File: src/rtl/psa_pkg.sv
// Shared constants, codes and types of the pool slot allocator.
package psa_pkg;

  localparam int unsigned POOL_SLOTS  = 32;
  localparam int unsigned SLOT_W      = 5;
  localparam int unsigned CNT_W       = 6;
  localparam int unsigned SCAN_GROUP  = 8;
  localparam int unsigned SCAN_IDX_W  = 3;
  localparam int unsigned NUM_GROUPS  = POOL_SLOTS / SCAN_GROUP;
  localparam int unsigned GRP_W       = 2;

  localparam logic [CNT_W-1:0] POOL_SIZE_RESET = CNT_W'(POOL_SLOTS);
  localparam logic [GRP_W-1:0] LAST_GROUP      = GRP_W'(NUM_GROUPS - 1);

  localparam logic CMD_SPAWN   = 1'b0;
  localparam logic CMD_DESPAWN = 1'b1;

  localparam logic [1:0] STATUS_GRANT   = 2'd0;
  localparam logic [1:0] STATUS_RECYCLE = 2'd1;
  localparam logic [1:0] STATUS_NONE    = 2'd2;
  localparam logic [1:0] STATUS_DESPAWN = 2'd3;

  typedef struct packed {
    logic              found;
    logic [SLOT_W-1:0] slot;
  } scan_res_t;

  typedef struct packed {
    logic              en;
    logic [SLOT_W-1:0] addr;
    logic [SLOT_W-1:0] data;
  } mem_wr_t;

endpackage

File: src/rtl/psa_if.sv
// Handshake channels for command items and result items.
interface psa_cmd_if;
  import psa_pkg::*;
  logic              valid;
  logic              ready;
  logic              cmd;
  logic [SLOT_W-1:0] slot;
  modport source (output valid, output cmd, output slot, input ready);
  modport sink (input valid, input cmd, input slot, output ready);
endinterface

interface psa_res_if;
  import psa_pkg::*;
  logic              valid;
  logic              ready;
  logic [1:0]        status;
  logic [SLOT_W-1:0] granted_slot;
  modport source (output valid, output status, output granted_slot, input ready);
  modport sink (input valid, input status, input granted_slot, output ready);
endinterface

File: src/rtl/psa_free_scan.sv
// Finds the lowest free slot below the pool limit within one group of flags.
module psa_free_scan (
  input  logic [psa_pkg::SCAN_GROUP-1:0] flags_i,
  input  logic [psa_pkg::GRP_W-1:0]      grp_i,
  input  logic [psa_pkg::CNT_W-1:0]      limit_i,
  output psa_pkg::scan_res_t             res_o
);
  import psa_pkg::*;

  logic [SLOT_W-1:0] cand;

  always_comb begin
    res_o = '0;
    cand  = '0;
    for (int j = SCAN_GROUP - 1; j >= 0; j--) begin
      cand = {grp_i, SCAN_IDX_W'(j)};
      if (!flags_i[j] && ({1'b0, cand} < limit_i)) begin
        res_o.found = 1'b1;
        res_o.slot  = cand;
      end
    end
  end

endmodule

File: src/rtl/psa_order_mem.sv
// Spawn order list storage: one write port, one read port with registered data.
module psa_order_mem (
  input  logic                       clk_i,
  input  psa_pkg::mem_wr_t           wr_i,
  input  logic [psa_pkg::SLOT_W-1:0] raddr_i,
  output logic [psa_pkg::SLOT_W-1:0] rdata_o
);
  import psa_pkg::*;

  logic [SLOT_W-1:0] mem_q [POOL_SLOTS];
  logic [SLOT_W-1:0] rdata_q;

  always_ff @(posedge clk_i) begin
    if (wr_i.en) begin
      mem_q[wr_i.addr] <= wr_i.data;
    end
    rdata_q <= mem_q[raddr_i];
  end

  assign rdata_o = rdata_q;

endmodule

File: src/rtl/pool_slot_allocator_oldest_reclaim.sv
// Pool slot allocator with oldest-first reclaim: top level and sequencer.
// A despawn of an idle slot goes straight to the result; a grant scans the active flags
// (eight per cycle) and appends the slot; no slot follows a full scan over an empty list.
// A despawn of an active slot compacts the list; a recycle takes the oldest entry, compacts
// and appends it (compaction walks one list entry per cycle). One item is taken at a time.
// Reset (async, active low) clears all active flags, the list length, sequencer and output.
module pool_slot_allocator_oldest_reclaim (
  input  logic                      clk_i,
  input  logic                      rst_ni,
  input  logic                      pool_size_we_i,
  input  logic [psa_pkg::CNT_W-1:0] pool_size_i,
  psa_cmd_if.sink                   item_i,
  psa_res_if.source                 result_o
);
  import psa_pkg::*;

  // Sequencer states.
  localparam logic [2:0] S_IDLE   = 3'd0;
  localparam logic [2:0] S_SCAN   = 3'd1;
  localparam logic [2:0] S_READ0  = 3'd2;
  localparam logic [2:0] S_REMOVE = 3'd3;
  localparam logic [2:0] S_APPEND = 3'd4;
  localparam logic [2:0] S_DONE   = 3'd5;

  logic [2:0]            state_q, state_d;
  logic [POOL_SLOTS-1:0] active_q, active_d;
  logic [CNT_W-1:0]      count_q, count_d;
  logic [GRP_W-1:0]      grp_q, grp_d;
  logic [SLOT_W-1:0]     target_q, target_d;
  logic [CNT_W-1:0]      rd_ptr_q, rd_ptr_d;
  logic [CNT_W-1:0]      wr_ptr_q, wr_ptr_d;
  logic                  pend_q, pend_d;
  logic                  recycle_q, recycle_d;
  logic [1:0]            res_status_q, res_status_d;
  logic [SLOT_W-1:0]     res_slot_q, res_slot_d;
  logic                  out_valid_q, out_valid_d;
  logic [1:0]            out_status_q, out_status_d;
  logic [SLOT_W-1:0]     out_slot_q, out_slot_d;
  logic [CNT_W-1:0]      pool_size_q;

  logic [CNT_W-1:0]      limit;
  scan_res_t             scan_res;
  mem_wr_t               mem_wr;
  logic [SLOT_W-1:0]     mem_raddr;
  logic [SLOT_W-1:0]     mem_rdata;
  logic                  accept;

  // Pool sizes above the number of physical slots act as a full pool.
  assign limit = (pool_size_q > POOL_SIZE_RESET) ? POOL_SIZE_RESET : pool_size_q;

  // The scan unit looks at one group of eight active flags per cycle.
  psa_free_scan u_scan (
    .flags_i (active_q[{grp_q, SCAN_IDX_W'(0)} +: SCAN_GROUP]),
    .grp_i   (grp_q),
    .limit_i (limit),
    .res_o   (scan_res)
  );

  psa_order_mem u_order (
    .clk_i   (clk_i),
    .wr_i    (mem_wr),
    .raddr_i (mem_raddr),
    .rdata_o (mem_rdata)
  );

  assign item_i.ready          = (state_q == S_IDLE);
  assign accept                = item_i.valid && item_i.ready;
  assign result_o.valid        = out_valid_q;
  assign result_o.status       = out_status_q;
  assign result_o.granted_slot = out_slot_q;

  always_comb begin
    state_d      = state_q;
    active_d     = active_q;
    count_d      = count_q;
    grp_d        = grp_q;
    target_d     = target_q;
    rd_ptr_d     = rd_ptr_q;
    wr_ptr_d     = wr_ptr_q;
    pend_d       = pend_q;
    recycle_d    = recycle_q;
    res_status_d = res_status_q;
    res_slot_d   = res_slot_q;
    out_status_d = out_status_q;
    out_slot_d   = out_slot_q;
    out_valid_d  = out_valid_q && !result_o.ready;
    mem_wr       = '0;
    mem_raddr    = rd_ptr_q[SLOT_W-1:0];

    case (state_q)
      S_IDLE: begin
        if (accept) begin
          rd_ptr_d  = '0;
          wr_ptr_d  = '0;
          pend_d    = 1'b0;
          recycle_d = 1'b0;
          grp_d     = '0;
          if (item_i.cmd == CMD_DESPAWN) begin
            res_status_d = STATUS_DESPAWN;
            res_slot_d   = '0;
            target_d     = item_i.slot;
            // Only an active slot sits in the list, so only then is there work to do.
            if (active_q[item_i.slot]) begin
              active_d[item_i.slot] = 1'b0;
              state_d               = S_REMOVE;
            end else begin
              state_d = S_DONE;
            end
          end else begin
            state_d = S_SCAN;
          end
        end
      end

      S_SCAN: begin
        if (scan_res.found) begin
          active_d[scan_res.slot] = 1'b1;
          target_d                = scan_res.slot;
          res_status_d            = STATUS_GRANT;
          res_slot_d              = scan_res.slot;
          state_d                 = S_APPEND;
        end else if (grp_q == LAST_GROUP) begin
          if (count_q != '0) begin
            // Fetch the oldest list entry for reclaim.
            mem_raddr = '0;
            state_d   = S_READ0;
          end else begin
            res_status_d = STATUS_NONE;
            res_slot_d   = '0;
            state_d      = S_DONE;
          end
        end else begin
          grp_d = grp_q + GRP_W'(1);
        end
      end

      S_READ0: begin
        target_d            = mem_rdata;
        active_d[mem_rdata] = 1'b1;
        res_status_d        = STATUS_RECYCLE;
        res_slot_d          = mem_rdata;
        recycle_d           = 1'b1;
        state_d             = S_REMOVE;
      end

      S_REMOVE: begin
        // Compaction pass: read entry rd_ptr, and write the entry read in the
        // previous cycle back at wr_ptr unless it is the slot being removed.
        if (pend_q && (mem_rdata != target_q)) begin
          mem_wr.en   = 1'b1;
          mem_wr.addr = wr_ptr_q[SLOT_W-1:0];
          mem_wr.data = mem_rdata;
          wr_ptr_d    = wr_ptr_q + CNT_W'(1);
        end
        if (rd_ptr_q < count_q) begin
          rd_ptr_d = rd_ptr_q + CNT_W'(1);
          pend_d   = 1'b1;
        end else begin
          pend_d = 1'b0;
          if (!pend_q) begin
            count_d = wr_ptr_q;
            state_d = recycle_q ? S_APPEND : S_DONE;
          end
        end
      end

      S_APPEND: begin
        if (count_q < POOL_SIZE_RESET) begin
          mem_wr.en   = 1'b1;
          mem_wr.addr = count_q[SLOT_W-1:0];
          mem_wr.data = target_q;
          count_d     = count_q + CNT_W'(1);
        end
        state_d = S_DONE;
      end

      S_DONE: begin
        // Hand the result to the output register once it is free.
        if (!out_valid_q || result_o.ready) begin
          out_valid_d  = 1'b1;
          out_status_d = res_status_q;
          out_slot_d   = res_slot_q;
          state_d      = S_IDLE;
        end
      end

      default: begin
        state_d = S_IDLE;
      end
    endcase
  end

  always_ff @(posedge clk_i or negedge rst_ni) begin
    if (!rst_ni) begin
      state_q     <= S_IDLE;
      active_q    <= '0;
      count_q     <= '0;
      out_valid_q <= 1'b0;
      pool_size_q <= POOL_SIZE_RESET;
    end else begin
      state_q     <= state_d;
      active_q    <= active_d;
      count_q     <= count_d;
      out_valid_q <= out_valid_d;
      if (pool_size_we_i) begin
        pool_size_q <= pool_size_i;
      end
    end
  end

  always_ff @(posedge clk_i) begin
    grp_q        <= grp_d;
    target_q     <= target_d;
    rd_ptr_q     <= rd_ptr_d;
    wr_ptr_q     <= wr_ptr_d;
    pend_q       <= pend_d;
    recycle_q    <= recycle_d;
    res_status_q <= res_status_d;
    res_slot_q   <= res_slot_d;
    out_status_q <= out_status_d;
    out_slot_q   <= out_slot_d;
  end

endmodule

File: src/flat_wrapper.sv
// flat-port wrapper written by rule: the top's interface ports become plain ports
module pool_slot_allocator_oldest_reclaim_flat import psa_pkg::*;
  (clk_i, rst_ni, pool_size_we_i, pool_size_i, item_i_valid, item_i_cmd, item_i_slot, item_i_ready, result_o_valid, result_o_status, result_o_granted_slot, result_o_ready);
  psa_cmd_if item_i_i ();
  psa_res_if result_o_i ();
  input  logic clk_i;
  input  logic rst_ni;
  input  logic pool_size_we_i;
  input  logic [psa_pkg::CNT_W-1:0] pool_size_i;
  input wire logic [$bits(item_i_i.valid)-1:0] item_i_valid;
  input wire logic [$bits(item_i_i.cmd)-1:0] item_i_cmd;
  input wire logic [$bits(item_i_i.slot)-1:0] item_i_slot;
  output wire logic [$bits(item_i_i.ready)-1:0] item_i_ready;
  output wire logic [$bits(result_o_i.valid)-1:0] result_o_valid;
  output wire logic [$bits(result_o_i.status)-1:0] result_o_status;
  output wire logic [$bits(result_o_i.granted_slot)-1:0] result_o_granted_slot;
  input wire logic [$bits(result_o_i.ready)-1:0] result_o_ready;
  assign item_i_i.valid = item_i_valid;
  assign item_i_i.cmd = item_i_cmd;
  assign item_i_i.slot = item_i_slot;
  assign item_i_ready = item_i_i.ready;
  assign result_o_valid = result_o_i.valid;
  assign result_o_status = result_o_i.status;
  assign result_o_granted_slot = result_o_i.granted_slot;
  assign result_o_i.ready = result_o_ready;
  pool_slot_allocator_oldest_reclaim u_core (.clk_i(clk_i), .rst_ni(rst_ni), .pool_size_we_i(pool_size_we_i), .pool_size_i(pool_size_i), .item_i(item_i_i), .result_o(result_o_i));
endmodule
File: config.mk
export PLATFORM = sky130hd
export DESIGN_NAME = pool_slot_allocator_oldest_reclaim_flat
export DESIGN_NICKNAME = d
export VERILOG_FILES = /design/src/rtl/psa_pkg.sv /design/src/rtl/psa_if.sv /design/src/rtl/psa_free_scan.sv /design/src/rtl/psa_order_mem.sv /design/src/rtl/pool_slot_allocator_oldest_reclaim.sv /design/src/flat_wrapper.sv
export SDC_FILE = /design/constraint.sdc
export NUM_CORES = 1
export LEC_CHECK = 0
export ABC_CLOCK_PERIOD_IN_PS = 2800
export BUFFER_PORTS_ARGS = -buffer_cell sky130_fd_sc_hd__buf_2
export CAP_MARGIN = 40
export CORE_ASPECT_RATIO = 0.6
export CORE_UTILIZATION = 40
export DETAILED_ROUTE_END_ITERATION = 7
export HOLD_SLACK_MARGIN = 0.03
export PLACE_DENSITY = 0.66
export SKIP_LAST_GASP = 1
export SLEW_MARGIN = 20
export SYNTH_ARGS = -nofsm -noshare
export SYNTH_HDL_FRONTEND = slang
export SYNTH_SLANG_ARGS = --single-unit
File: constraint.sdc
create_clock -name clk_i -period 2.8 [get_ports clk_i]
set_input_delay 0.14 -clock clk_i [delete_from_list [all_inputs] [get_ports clk_i]]
set_output_delay 0.14 -clock clk_i [all_outputs]
set_load 0.01 [all_outputs]
Yosys cells after proc, flatten, opt, wreduce, memory -nomap -nowiden
Memories as Yosys holds them, arrays and structs flattened. A register that Yosys moved wholly into a read port is not among the register bits.
Cells that the tools add are included.

storage, ports and cells
  flip-flop bits (word level) = 83
  latch bits = 0
  RAM bits = 160
  memory bits (read-only) = 0
  input bits = 17
  output and inout port bits = 9
  word-level logic and storage cells = 183
  memories kept = 1

memory list
  memory                depth  width  read ports  clocked after Yosys merged registers in  write ports  line                 text
  u_core.u_order.mem_q  32     5      1           1                                        1            psa_order_mem.sv:10  logic [SLOT_W-1:0] mem_q [POOL_SLOTS];

operators by class
  add/sub/neg operators = 4
  multipliers = 0
  divide/modulo/power cells = 0
  order comparisons = 17
  equality and inequality tests = 21
  shift operators = 1
  multiplexer cells = 77
  bitwise gates (word level) = 4
  reductions and logical operators = 43

operators by type and width
  operator                                                                             number
  32-bit two-way mux                                                                   4
  32-bit one-hot mux with 3 select lines                                               1
  6-bit two-way mux                                                                    15
  32-bit OR                                                                            2
  5-bit two-way mux                                                                    12
  5-bit by 6-bit < comparator with 1-bit output                                        8
  6-bit one-hot mux with 2 select lines                                                3
  32-bit AND                                                                           1
  32-bit inverter                                                                      1
  32-bit by 6-bit indexed part select with 8-bit output                                1
  5-bit one-hot mux with 3 select lines                                                2
  3-bit two-way mux                                                                    9
  11-bit two-way mux                                                                   2
  11-bit one-hot mux with 2 select lines                                               1
  6-bit by 1-bit adder with 6-bit output, second input constant                        3
  5-bit by 6-bit < comparator with 1-bit output, second input constant                 3
  3-bit one-hot mux with 6 select lines                                                1
  2-bit two-way mux                                                                    8
  1-bit demux with 5-bit select                                                        3
  5-bit by 1-bit greater-or-equal comparator with 1-bit output, second input constant  3
  5-bit AND reduction                                                                  3
  1-bit logical AND                                                                    14
  2-bit != test, second input constant                                                 7
  4-bit AND reduction                                                                  3
  25 further kinds                                                                     57

Longest topological paths before layout
  depth after elaboration = 19
  depth in mapped cells = 13
  depth with buffers taken out = 11

Cells and area by module
A second synthesis with hierarchy kept.

second synthesis, totals
  cell total of the unflattened synthesis = 884
  area, all modules = 12036.5 um^2

modules (own cells, without submodules)
  module                              instances  cells each  area each (um^2)
  psa_order_mem                       1          277         6344.8
  pool_slot_allocator_oldest_reclaim  1          549         5316.3
  psa_free_scan                       1          58          375.4

Worst setup path before layout
No wires, ideal clock.

  path type = register to register
  start point = register u_core.pool_size_q[5]
  end point = register u_core.u_order.rdata_q[0], in the netlist u_core.u_order.rdata_o[0] (read register of u_core.u_order.mem_q)
  library setup time = 131 ps
  data arrival time = 2720 ps
  data required time = 2669 ps
  slack = -51 ps
  stages on the path, launching flop included = 12
  path buffers = 1
  path through = dfstp_2 -> nand2b_1 -> inv_1 -> ha_1 -> and4bb_2 -> a21oi_1 -> o41ai_4 -> nand3_4 -> or3_1 -> buf_2 -> o21ai_0 -> o311ai_1

between the ends
  longest elaborated chain between the ends = 14
  elaborated cells on any way between the ends = 28

ends and longest elaborated chain
  element                                        line                                       text
  start, declared                                pool_slot_allocator_oldest_reclaim.sv:39   logic [CNT_W-1:0] pool_size_q;
  start signal, assigned                         pool_slot_allocator_oldest_reclaim.sv:206  pool_size_q <= pool_size_i;
  6-bit > comparator                             pool_slot_allocator_oldest_reclaim.sv:49   assign limit = (pool_size_q > POOL_SIZE_RESET) ? POOL_SIZE_RESET : pool_size_q;
  6-bit two-way mux (*)                          pool_slot_allocator_oldest_reclaim.sv:49
  5-bit by 6-bit < comparator with 1-bit output  psa_free_scan.sv:17                        if (!flags_i[j] && ({1'b0, cand} < limit_i)) begin
  1-bit logical AND                              psa_free_scan.sv:17
  6-bit two-way mux (7 in a row)                 psa_free_scan.sv:17
  6-bit two-way mux (*)                          psa_free_scan.sv:17
  5-bit two-way mux (*)                          pool_slot_allocator_oldest_reclaim.sv:116  if (scan_res.found) begin
  5-bit two-way mux (*)                          pool_slot_allocator_oldest_reclaim.sv:90   case (state_q)
  end, declared                                  psa_order_mem.sv:11                        logic [SLOT_W-1:0] rdata_q;

Mark *: on every way between the ends. The rest lies on a longest branch, timed or not.
A chain may end at the register's enable or synchronous reset.

Worst setup path in the final report
  start point = register u_core.pool_size_q[5]
  end point = register u_core.u_order.rdata_q[1], in the netlist u_core.u_order.rdata_o[1] (read register of u_core.u_order.mem_q)

Same word-level chain as after synthesis.

==> results.tsv <==
stage	metric	value	unit
timing	Final Slew Violations	0	
critical_path	arrival time at the worst endpoint	3.28	ns
clock_network	worst-skew pair later-pin latency	0.53	ns
route	DRT antenna net count	0	
floorplan	I/O pin cnt	26	
placed_design	Final HPWL DP	21900	um
critical_path	Worst Path Required	3.20	ns
synthesis	mux contribution to synthesized area	0.111	
synthesis	Synth Area in XOR/XNOR	0.00892	
synthesis	synthesized flop and latch total	248	
clock_network	clock root buffer	clkbuf_16	
floorplan	chip height	135	um
floorplan	CORE AREA	28800	um2
synthesis	Post-Syn Instances	881	
synthesis	Yosys warnings	0	
pwr	pwr/cell area	1010	nW/um2
placed_design	dpl ws	-0.155	ns
synthesis	top cell type's share of synthesized area	0.497	
timing	slew margin rel.	0.545	
clock_network	TritonCTS Buffers	24	
synthesis	largest family of logic cells by synthesized area	compound AO/OA/AOI/OAI gates	
route	drt pass-1 iters	6	
synthesis	number of synthesized flops with an enable pin	195	
synthesis	Synth Net Count	911	
global_routing	initial antenna violation count	0	
critical_path	slowest cell delay on critical path	0.55	ns
synthesis	register area share after synthesis	0.608	
global_routing	gr usage total	0.215	
placed_design	Placer Congestion	0.934	
pwr	Leak	5.13	nW
clock_network	Clock transition at path regs	0.06	ns
timing	fin crit share	1.03	
pwr	maximum vdd drop	0.000598	V
status	run status	complete, but fails checks	
synthesis	Adder-Cell Fraction of Synth Area	0.0138	
critical_path	crit path cell chain	nand2b_4 > inv_2 > ha_4 > and4bb_4 > nor2_4 > o41ai_4 > nand3_4 > buf_6 > nor3_4 > buf_12 > a21oi_1 > o21ai_1 > o311ai_1	
floorplan	Core Rows	48	
clock_network	TritonCTS clock tree	built	
route	Iter 0 DRT Violations	1076	
global_routing	gr busiest metal	met1	
critical_path	critical path type	reg -> reg	
timing	RSZ-0062 raised after global routing	yes	
floorplan	Initial Util	0.409	
finish	Synth-to-Final Area Change	23.3	%
clock_network	Sink Count	248	
route	Vias/cell	5.98	
route	Routed WL	32400	um
floorplan	Chip Width	224	um
timing	Setup TNS	-0.911	ns
synthesis	syn_area_per_cell	13.4	um2
synthesis	synthesized area	11800	um2
synthesis	Synth cell types	72	
floorplan	die footprint	30200	um2
placed_design	IO buf count	25	
route	vias	8420	
status	failing checks	setup timing	
global_routing	global-route wire length before repair	48800	um
timing	Final Critical Period	2.88	ns
finish	fin nets	1048	
timing	Clock Skew	0.0117	ns
synthesis	Compound-Gate Fraction of Synth Area	0.127	
synthesis	simple-gate portion of the synthesized area	0.111	
critical_path	Crit Path Max Fanout	7	
pwr	PnR Total Power	14.7	mW
critical_path	critical path's slowest cell	dfstp_2	
timing	worst-margin pin slew	0.680	ns
timing	final setup fails	20	
route	drt wl/cell	23.0	um
synthesis	Synth async-reset ratio	0.194	
global_routing	vias in the first global route	8060	
timing	final number of hold-violating endpoints	0	
synthesis	post-synth top area cell	edfxtp_1	
critical_path	crit path capture type	flip-flop	
finish	# diodes	0	
global_routing	met2 Usage GRT	0.277	
global_routing	routing usage on met3	0.0655	
global_routing	met1 Track Usage GR	0.351	
timing	FMAX	347	MHz
clock_network	Clock Path Buffers	3	
synthesis	most used flip-flop cell after synthesis	edfxtp_1	
critical_path	Startpoint Class	flip-flop	
run	MaxCap Viol Count	0	
route	drt drc	0	
global_routing	global route overflow	0	
finish	share of layout cells above drive strength 1	0.296	
global_routing	largest net degree at the start of global routing	47	
synthesis	ranking of synthesized cells by area	edfxtp_1 (50%), dfrtp_1 (10%), mux4_2 (8.2%)	
worst_hold_path	Hold Path Class	in -> reg	
timing	Worst Slack Setup Final	-0.0805	ns
clock_network	htree depth	1	
## sequential cells by signal, indices dropped and copies added (netlist names), 3 cells and up
| register | flops |
|---|---|
| u_core.u_order.mem_q | 160 |
| u_core.result_o.granted_slot | 5 |
| u_core.res_slot_q | 5 |
| u_core.u_order.rdata_o | 5 |
| u_core.count_q | 6 |
| u_core.wr_ptr_q | 6 |
| u_core.pool_size_q | 6 |
| u_core.target_q | 5 |
| u_core.state_q | 3 |
| u_core.active_q | 32 |
| u_core.rd_ptr_q | 6 |
## final cells by class
cell class                 instances  area (um2)
fill                            2430       14300
sequential                       248        7160
inverter                          17        67.6
clock inverter                    17         220
timing repair buffer             155        1310
multi-input combinational        572        4670
tap                              375         469
clock buffer                      25         626
## cell usage in the layout (no fill, tap or decap), drive strengths merged, types with 19 or more instances in the layout
cell type  synthesis  final
nand3             20     20
o21ai             53     53
edfxtp           195    195
buf               15    137
clkbuf            29     26
a21oi             29     29
dfrtp             47     47
nand2             82     82
o211ai            19     19
nor2              87     87
mux4              46     46
## stage by stage
| step | std cells | hold WS (ns) | area (um2) | util |
|---|---|---|---|---|
| after floorplan | 881 | -0.156 | 11800 | - |
| after global placement | 1342 | 0.238 | 13100 | 0.453 |
| after detailed placement | 1342 | 0.247 | 13100 | 0.453 |
| after CTS | 1404 | 0.0869 | 14200 | 0.492 |
| after global routing | 1409 | 0.136 | 14500 | 0.504 |
| final | 1409 | 0.103 | 14500 | 0.504 |
## where the power goes
part           internal [mW]  switching [mW]  leakage, nW
sequential              4.72           0.458         2.38
clock                   2.08            1.42        0.402
combinational           2.54            3.45         2.34
total                   9.35            5.33         5.13
## per-layer routing
layer | up-vias | part of all wire
li1 | 3705 | -
met1 | 4258 | 0.47
met2 | 428 | 0.40
met3 | 29 | 0.12
met4 | 0 | 0.011
met5 | - | 0
## worst max-delay path: cells and delay by family (launching register included)
kind	cells	cell delay, ns
buf+inv	3	0.36
compound gates	4	0.69
flops	1	0.55
fa+ha+maj	1	0.26
simple gates	5	0.89
## synth_stat cells, drive strengths merged, types with 8 or more instances
library cell	count
a21boi	9
a21o	8
a21oi	29
a221o	16
a22oi	9
and2	9
buf	15
clkbuf	29
dfrtp	47
edfxtp	195
ha	13
inv	15
mux2	14
mux2i	10
mux4	46
nand2	82
nand2b	10
nand3	20
nor2	87
nor3	16
o211ai	19
o21a	16
o21ai	53
o32ai	9
## path summary, 6_finish.rpt
check / from / end / slack [ns] / depth (start not counted)
worst max-delay path: u_core.pool_size_q[5] / u_core.u_order.rdata_o[1] / -0.08 / 13
worst min-delay path: item_i_cmd / u_core.state_q[1] / 0.10 / 5
worst max register to register: u_core.pool_size_q[5] / u_core.u_order.rdata_o[1] / -0.08 / 13
worst min register to register: u_core.res_slot_q[3] / u_core.result_o.granted_slot[3] / 0.42 / 0
max in group asynchronous: rst_ni / u_core.active_q[2] / 1.66 / 5
min in group asynchronous: rst_ni / u_core.pool_size_q[4] / 0.52 / 3
## timing repair
item                                   in CTS  in global routing
setup endpoints to repair                  50                101
gates resized for setup                    20                 69
pin swaps                                   8                 33
endpoints found under the hold margin      35                  2
hold buffers                               16                  1
cloned                                      0                  1
setup buffers                               5                 10
## cells by family (layout without fill, tap and decap cells)
family                   Yosys count  count (layout)
flip-flops                       248             248
adder cells (fa/ha/maj)           13              13
multiplexers                      70              70
AO/OA/AOI/OAI                    208             208
XOR/XNOR                          12              12
AND/OR/NAND/NOR                  269             269
buffers and inverters             61             214
Power figures use the tool's default switching activity.
